$ cat src/sv/shk_pkg.sv
// ----------------------------------------------------------------------------
// shk_pkg: shared types and constants for the SVM histogram kernel engine.
// Holds kernel mode codes, register indexes, the sequencer state type and the
// queue entry type that travels from the accumulator to the finisher.
// ----------------------------------------------------------------------------
`default_nettype none
package shk_pkg;

  localparam int ELEMENT_WIDTH_DEF = 16;
  localparam int IN_W  = 16;
  localparam int SUM_W = 48;
  localparam int OUT_W = 32;

  // Pipelined square root: radicands below 2^50, first tested bit 2^48,
  // RT_STEPS iterations in each of RT_STAGES stages (25 in all).
  localparam int RT_W      = 52;
  localparam int RT_STAGES = 5;
  localparam int RT_STEPS  = 5;

  typedef enum logic [2:0] {
    MODE_HELL     = 3'd0,
    MODE_HELL_PRE = 3'd1,
    MODE_INTER    = 3'd2,
    MODE_LOWPASS  = 3'd3,
    MODE_LOG      = 3'd4,
    MODE_KMOD     = 3'd5,
    MODE_CAUCHY   = 3'd6,
    MODE_NONE     = 3'd7
  } kmode_t;

  localparam logic [1:0] REG_KERNEL_MODE = 2'd0;

  localparam logic [63:0] LN2_Q32     = 64'd2977044472;
  localparam logic [47:0] KMOD_S2_Q16 = 48'd983040;
  localparam logic [47:0] CAUCHY_S2   = 48'd589824;

  // Finished vector: final sum plus mode sampled at the last element.
  typedef struct packed {
    logic [SUM_W-1:0] sum;
    kmode_t           mode;
  } job_t;

  typedef enum logic [2:0] {
    FS_IDLE,
    FS_LOG,
    FS_DIV,
    FS_KMUL1,
    FS_KMUL2,
    FS_KMUL3,
    FS_DONE
  } fstate_t;

  // A slice of the bitwise square root: iterations step0 .. step0+RT_STEPS-1,
  // where iteration k tests bit 2^(48-2k). Returns {remainder, root}.
  function automatic logic [2*RT_W-1:0] root_steps(input logic [RT_W-1:0] x_in,
                                                   input logic [RT_W-1:0] r_in,
                                                   input int step0);
    logic [RT_W-1:0] x, r, b;
    x = x_in;
    r = r_in;
    for (int k = 0; k < RT_STEPS; k++) begin
      b = RT_W'(1) << (48 - 2 * (step0 + k));
      if (x >= r + b) begin
        x = x - (r + b);
        r = (r >> 1) + b;
      end else begin
        r = r >> 1;
      end
    end
    return {x, r};
  endfunction

endpackage
`default_nettype wire

$ cat src/sv/shk_accum.sv
// ----------------------------------------------------------------------------
// shk_accum: front part. Takes one element pair per cycle unless held, forms the
// per-element term of the current mode and keeps the saturating running sum.
// ----------------------------------------------------------------------------
`default_nettype none
module shk_accum
  import shk_pkg::*;
#(
  parameter int ELEMENT_WIDTH = ELEMENT_WIDTH_DEF
) (
  input  wire logic            clk,
  input  wire logic            rst_n,
  input  wire logic            in_valid,
  output logic                 in_ready,
  input  wire logic [IN_W-1:0] in_s,
  input  wire logic [IN_W-1:0] in_q,
  input  wire logic            in_last,
  input  wire kmode_t          mode,
  output logic                 job_valid,
  input  wire logic            job_ready,
  output job_t                 job
);
  localparam int EW = (ELEMENT_WIDTH > IN_W) ? IN_W : ELEMENT_WIDTH;
  localparam logic [IN_W-1:0] EMASK = IN_W'((64'd1 << EW) - 64'd1);

  // Stage 1 registers: masked elements and mode.
  logic            v1_r;
  logic [IN_W-1:0] s1_r, q1_r, ps1_r, pq1_r;
  logic            last1_r, first1_r;
  kmode_t          mode1_r;
  // Square-root stages: stage 0 loads the radicands, the others iterate.
  logic            pv_r     [RT_STAGES+1];
  logic            plast_r  [RT_STAGES+1];
  logic            pfirst_r [RT_STAGES+1];
  kmode_t          pmode_r  [RT_STAGES+1];
  logic [47:0]     pterm_r  [RT_STAGES+1];
  logic [RT_W-1:0] ax_r     [RT_STAGES+1];
  logic [RT_W-1:0] ar_r     [RT_STAGES+1];
  logic [RT_W-1:0] bx_r     [RT_STAGES+1];
  logic [RT_W-1:0] br_r     [RT_STAGES+1];
  // Stage 2: term.
  logic            v2_r, last2_r, first2_r;
  logic [47:0]     term2_r;
  kmode_t          mode2_r;

  logic [SUM_W-1:0] sum_r;
  logic             first_r;
  logic [IN_W-1:0]  prev_s_r, prev_q_r;
  logic             jv_r;
  job_t             job_r;

  logic [IN_W-1:0] sm, qm;
  logic            adv;
  logic [47:0]     term1, term_fin;
  logic [RT_W-1:0] rad_a, rad_b, ra, rb;
  logic [15:0]     dd;
  logic [16:0]     as, aq;
  logic [33:0]     pp;
  logic [11:0]     rd;

  assign sm = in_s & EMASK;
  assign qm = in_q & EMASK;
  // The whole pipeline holds while a finished vector waits in the queue.
  assign adv = !(jv_r && !job_ready);
  assign in_ready = adv;

  always_ff @(posedge clk) begin
    if (!rst_n) begin
      v1_r <= 1'b0; v2_r <= 1'b0; first_r <= 1'b1;
      prev_s_r <= '0; prev_q_r <= '0;
      for (int j = 0; j <= RT_STAGES; j++) pv_r[j] <= 1'b0;
    end else if (adv) begin
      v1_r <= in_valid;
      if (in_valid) begin
        s1_r <= sm; q1_r <= qm; ps1_r <= prev_s_r; pq1_r <= prev_q_r;
        last1_r <= in_last; first1_r <= first_r; mode1_r <= mode;
        prev_s_r <= sm; prev_q_r <= qm;
        first_r <= in_last;
      end
      pv_r[0] <= v1_r; plast_r[0] <= last1_r; pfirst_r[0] <= first1_r;
      pmode_r[0] <= mode1_r; pterm_r[0] <= term1;
      ax_r[0] <= rad_a; ar_r[0] <= '0; bx_r[0] <= rad_b; br_r[0] <= '0;
      for (int j = 1; j <= RT_STAGES; j++) begin
        pv_r[j] <= pv_r[j-1]; plast_r[j] <= plast_r[j-1];
        pfirst_r[j] <= pfirst_r[j-1]; pmode_r[j] <= pmode_r[j-1];
        pterm_r[j] <= pterm_r[j-1];
        {ax_r[j], ar_r[j]} <= root_steps(ax_r[j-1], ar_r[j-1], (j - 1) * RT_STEPS);
        {bx_r[j], br_r[j]} <= root_steps(bx_r[j-1], br_r[j-1], (j - 1) * RT_STEPS);
      end
      v2_r <= pv_r[RT_STAGES];
      last2_r <= plast_r[RT_STAGES]; first2_r <= pfirst_r[RT_STAGES];
      mode2_r <= pmode_r[RT_STAGES];
      term2_r <= term_fin;
    end
  end

  // Direct terms, and the radicands of the modes that need a square root.
  always_comb begin
    term1 = '0;
    rad_a = '0;
    rad_b = '0;
    dd = (s1_r > q1_r) ? s1_r - q1_r : q1_r - s1_r;
    as = 17'(s1_r) + 17'(ps1_r);
    aq = 17'(q1_r) + 17'(pq1_r);
    pp = 34'(as) * 34'(aq);
    case (mode1_r)
      MODE_HELL: begin
        rad_a = RT_W'(s1_r) << 8;
        rad_b = RT_W'(q1_r) << 8;
      end
      MODE_HELL_PRE, MODE_LOG, MODE_KMOD, MODE_CAUCHY: begin
        term1 = 48'(32'(dd) * 32'(dd));
      end
      MODE_INTER: term1 = 48'((s1_r < q1_r) ? s1_r : q1_r) << 8;
      MODE_LOWPASS: begin
        if (!first1_r)
          rad_a = RT_W'(pp) << 16;
      end
      default: term1 = '0;
    endcase
  end

  // Roots are done: finish the Hellinger and low-pass terms.
  assign ra = ar_r[RT_STAGES];
  assign rb = br_r[RT_STAGES];
  always_comb begin
    rd = '0;
    term_fin = pterm_r[RT_STAGES];
    case (pmode_r[RT_STAGES])
      MODE_HELL: begin
        rd = (ra > rb) ? 12'(ra - rb) : 12'(rb - ra);
        term_fin = 48'(24'(rd) * 24'(rd));
      end
      MODE_LOWPASS: term_fin = 48'(ra);
      default: term_fin = pterm_r[RT_STAGES];
    endcase
  end

  logic [SUM_W:0] acc;
  logic [SUM_W-1:0] nsum;
  assign acc  = (first2_r ? '0 : {1'b0, sum_r}) + {1'b0, term2_r};
  assign nsum = acc[SUM_W] ? '1 : acc[SUM_W-1:0];

  always_ff @(posedge clk) begin
    if (!rst_n) begin
      jv_r <= 1'b0; sum_r <= '0;
    end else begin
      if (adv && v2_r) begin
        sum_r <= nsum;
        if (last2_r) begin
          job_r.sum <= nsum;
          job_r.mode <= mode2_r;
        end
      end
      if (adv && v2_r && last2_r) jv_r <= 1'b1;
      else if (jv_r && job_ready) jv_r <= 1'b0;
    end
  end
  assign job_valid = jv_r;
  assign job = job_r;
endmodule
`default_nettype wire

$ cat config.mk
export PLATFORM = sky130hd
export DESIGN_NAME = shk_accum
export DESIGN_NICKNAME = d
export VERILOG_FILES = /design/src/sv/shk_pkg.sv /design/src/sv/shk_accum.sv
export SDC_FILE = /design/constraint.sdc
export NUM_CORES = 2
export LEC_CHECK = 0
export BUFFER_PORTS_ARGS = -buffer_cell sky130_fd_sc_hd__buf_2
export CORE_ASPECT_RATIO = 0.5
export CORE_MARGIN = 8
export CORE_UTILIZATION = 40
export DETAILED_ROUTE_END_ITERATION = 10
export SLEW_MARGIN = 20
export SYNTH_ARGS = -nofsm -noshare
export SYNTH_HDL_FRONTEND = slang
export SYNTH_SLANG_ARGS = --single-unit
export TNS_END_PERCENT = 5
$ cat constraint.sdc
create_clock -name clk -period 39.4 [get_ports clk]
set_input_delay 7.88 -clock clk [delete_from_list [all_inputs] [get_ports clk]]
set_output_delay 7.88 -clock clk [all_outputs]
set_load 0.05 [all_outputs]
==> summary.txt <==
STA
  – Setup TNS: 0 ns
  – RSZ-0062 raised after global routing: false
  – Final hold violation count: 0
  – Shortest period the worst path allows: 23.19 ns
  – Setup Skew: 0.0520 ns
  – Slew @ Worst Pin: 1.16 ns
  – Final worst-path cycle share: 58.9%
  – Max-Slew Margin vs Limit: 22.6%
  – Max Slew Vio Count: 0
  – Final setup viols: 0
  – Hold slack: 0.396 ns
  – Max frequency: 43.1 MHz

Synth
  – Mux share of post-synthesis cell area: 1.41%
  – Compound-Gate Fraction of Synth Area: 17.9%
  – Post-synth top flop: edfxtp_1
  – Netlist Area Pre-Place: 94800 µm²
  – Commonest cells in the netlist: inv_1, nand2_1, nor2_1, ha_1, edfxtp_1
  – Register area share after synthesis: 27.4%
  – Top cell type by total area after synthesis: edfxtp_1
  – Netlist cell types: 140
  – Largest family of logic cells by synthesized area: adder cells
  – EDFF count, synth: 805
  – Synthesis Warnings: 0
  – Most common cell in the netlist: inv_1
  – Cells after synthesis: 10700
  – Synth Area in XOR/XNOR: 7.55%
  – Simple-Gate Fraction of Synth Area: 19.4%
  – Top post-synthesis cells by area: edfxtp_1, ha_1, fa_1
  – Syn Area/Cell: 8.89 µm²
  – Async SR Flop Fraction: 0%
  – Post-Synth Adder-Cell Area: 20.8%
  – Flops & latches, synth: 894
  – Synth top area share: 25.5%

Placed design
  – PortBufs: 92
  – Final Wtd Congestion: 0.896
  – DP Area: 98700 µm²
  – Hpwl dp: 216000 µm

Drt
  – Via Count: 78000
  – Wire length per cell: 19.6 µm
  – DRT iter0 DRCs: 5933
  – DRT Pass-1 Iters: 6
  – Drt via density: 5.64
  – Routed WL: 271000 µm
  – DRC viols: 0
  – Antenna-violating nets left: 0

Floorplan
  – Std-Cell Core Area: 236000 µm²
  – DIE HEIGHT: 360 µm
  – Die area: 254000 µm²
  – Die width: 704 µm
  – Num rows: 126
  – Ports: 93
  – Starting density of the core: 40.2%

Global route
  – Largest net degree at the start of global routing: 84
  – Vias in the first global route: 74600
  – GRT Total Usage: 20.4%
  – Initial antenna violation count: 13
  – First-pass GRT wire length: 421000 µm
  – Grt total ovfl: 0

Setup path
  – Worst path slowest cell: inv_1
  – CP max stage delay: 0.63 ns
  – Worst endpoint required time: 39.87 ns
  – Nature of the critical path endpoint: flop
  – Family with the most delay on the worst path: compound AO/OA/AOI/OAI gates
  – CP most frequent cell: a21oi_1
  – CP Class: reg2reg
  – CP Buf/Inv Count: 11
  – Worst EP arrival: 23.66 ns
  – Worst-path maximum fanout: 41
  – Crit start category: flop

CTS
  – Post-CTS Resized: 0
  – Clock Tree Root: clkbuf_16
  – CTS Buf Count: 89
  – Max Root-Sink Buffers: 3
  – Clk sinks: 894
  – Post-CTS Repair Setup Buffers: 0
  – Hold buffer count at cts: 0
  – Worst-Skew Late Latency: 0.73 ns
  – TritonCTS clock tree: yes
  – H-tree depth: 3
  – Clock slew at reported path FFs: 0.07 ns

Run status
  – Outcome: finished clean

Layout
  – Fill count: 23100
  – Finished Cell Area: 102000 µm²
  – Final Util: 43.2%
  – P&R area growth vs syn: 7.52%
  – Nets: 11900
  – Proportion of layout cells with a drive suffix above 1: 6.63%

Worst hold path
  – Min-Delay Path Class: reg2reg

Job
  – Max cap viols: 0
==> stage by stage <==
| stage | setup slack (ns) | std cells |
|---|---|---|
| detailed placement | 16.24 | 13700 |
| finish | 16.21 | 13800 |
| CTS | 16.28 | 13800 |
| global placement | 16.44 | 13700 |
| floorplan | 12.87 | 10700 |
| global route | 13.96 | 13800 |
==> flip-flops by register name, summed over array words and instances, names as in the netlist, 25 cells and up <==
signal   count
term2_r     32
ar_r        50
ra          25
ax_r       218
sum_r       48
bx_r       117
pterm_r    186
job         51
==> area by class of cell <==
| class | instances | area [µm²] | share of cell area [%] |
|---|---|---|---|
| diodes | 5 | 12.5 | 0.0123 |
| clock buffers | 102 | 2310 | 2.26 |
| clock inverters | 62 | 858 | 0.842 |
| inverters | 1036 | 3890 | 3.82 |
| multi-input cells | 8393 | 63700 | 62.5 |
| flip-flops and latches | 894 | 26000 | 25.5 |
| well taps | 3136 | 3920 | 3.85 |
| repair buffers | 198 | 1260 | 1.24 |
==> cells in the final DEF, fill, tap and decap left out, drive strengths merged, types with 143 or more instances in the layout <==
cell    netlist  routed
ha          815     815
xor2        242     242
a21oi       718     718
nand3       247     247
a21o        239     239
nor3        270     270
xnor2       571     571
edfxtp      805     805
nor2        904     904
and2        143     143
nand2       995     995
o21ai       467     467
fa          477     477
inv        1033    1040
buf          93     198
==> routing by layer <==
metal | track usage, % | part of all wire (%)
met5 | 0 | 0.0089
met1 | 28.4 | 46
met2 | 32.8 | 45
met4 | 5.66 | 2.9
met3 | 3.35 | 6.0
==> kinds of logic after synthesis <==
group,after synthesis
adders and majority gates,1292
and+or+nand+nor,3626
other,1
buffers and inverters,1376
DFF,894
xor gates and xnor gates,813
AOI/OAI and AO/OA,2529
muxes,128
==> path summary, 6_finish.rpt <==
path	startpoint	endpoint	slack, ns	cells after the start
worst max-delay path	ar_r[81]$_DFFE_PP_	ra[0]$_SDFFCE_PN0P_	16.21	96
worst min-delay path	pmode_r[0][0]$_DFFE_PP_	pmode_r[1][0]$_DFFE_PP_	0.40	0
worst max register to register	ar_r[81]$_DFFE_PP_	ra[0]$_SDFFCE_PN0P_	16.21	96
worst min register to register	pmode_r[0][0]$_DFFE_PP_	pmode_r[1][0]$_DFFE_PP_	0.40	0
Power is left out: the tool's default activity adds up to more than one toggle a clock period on the data nets, which glitch-free logic cannot reach.
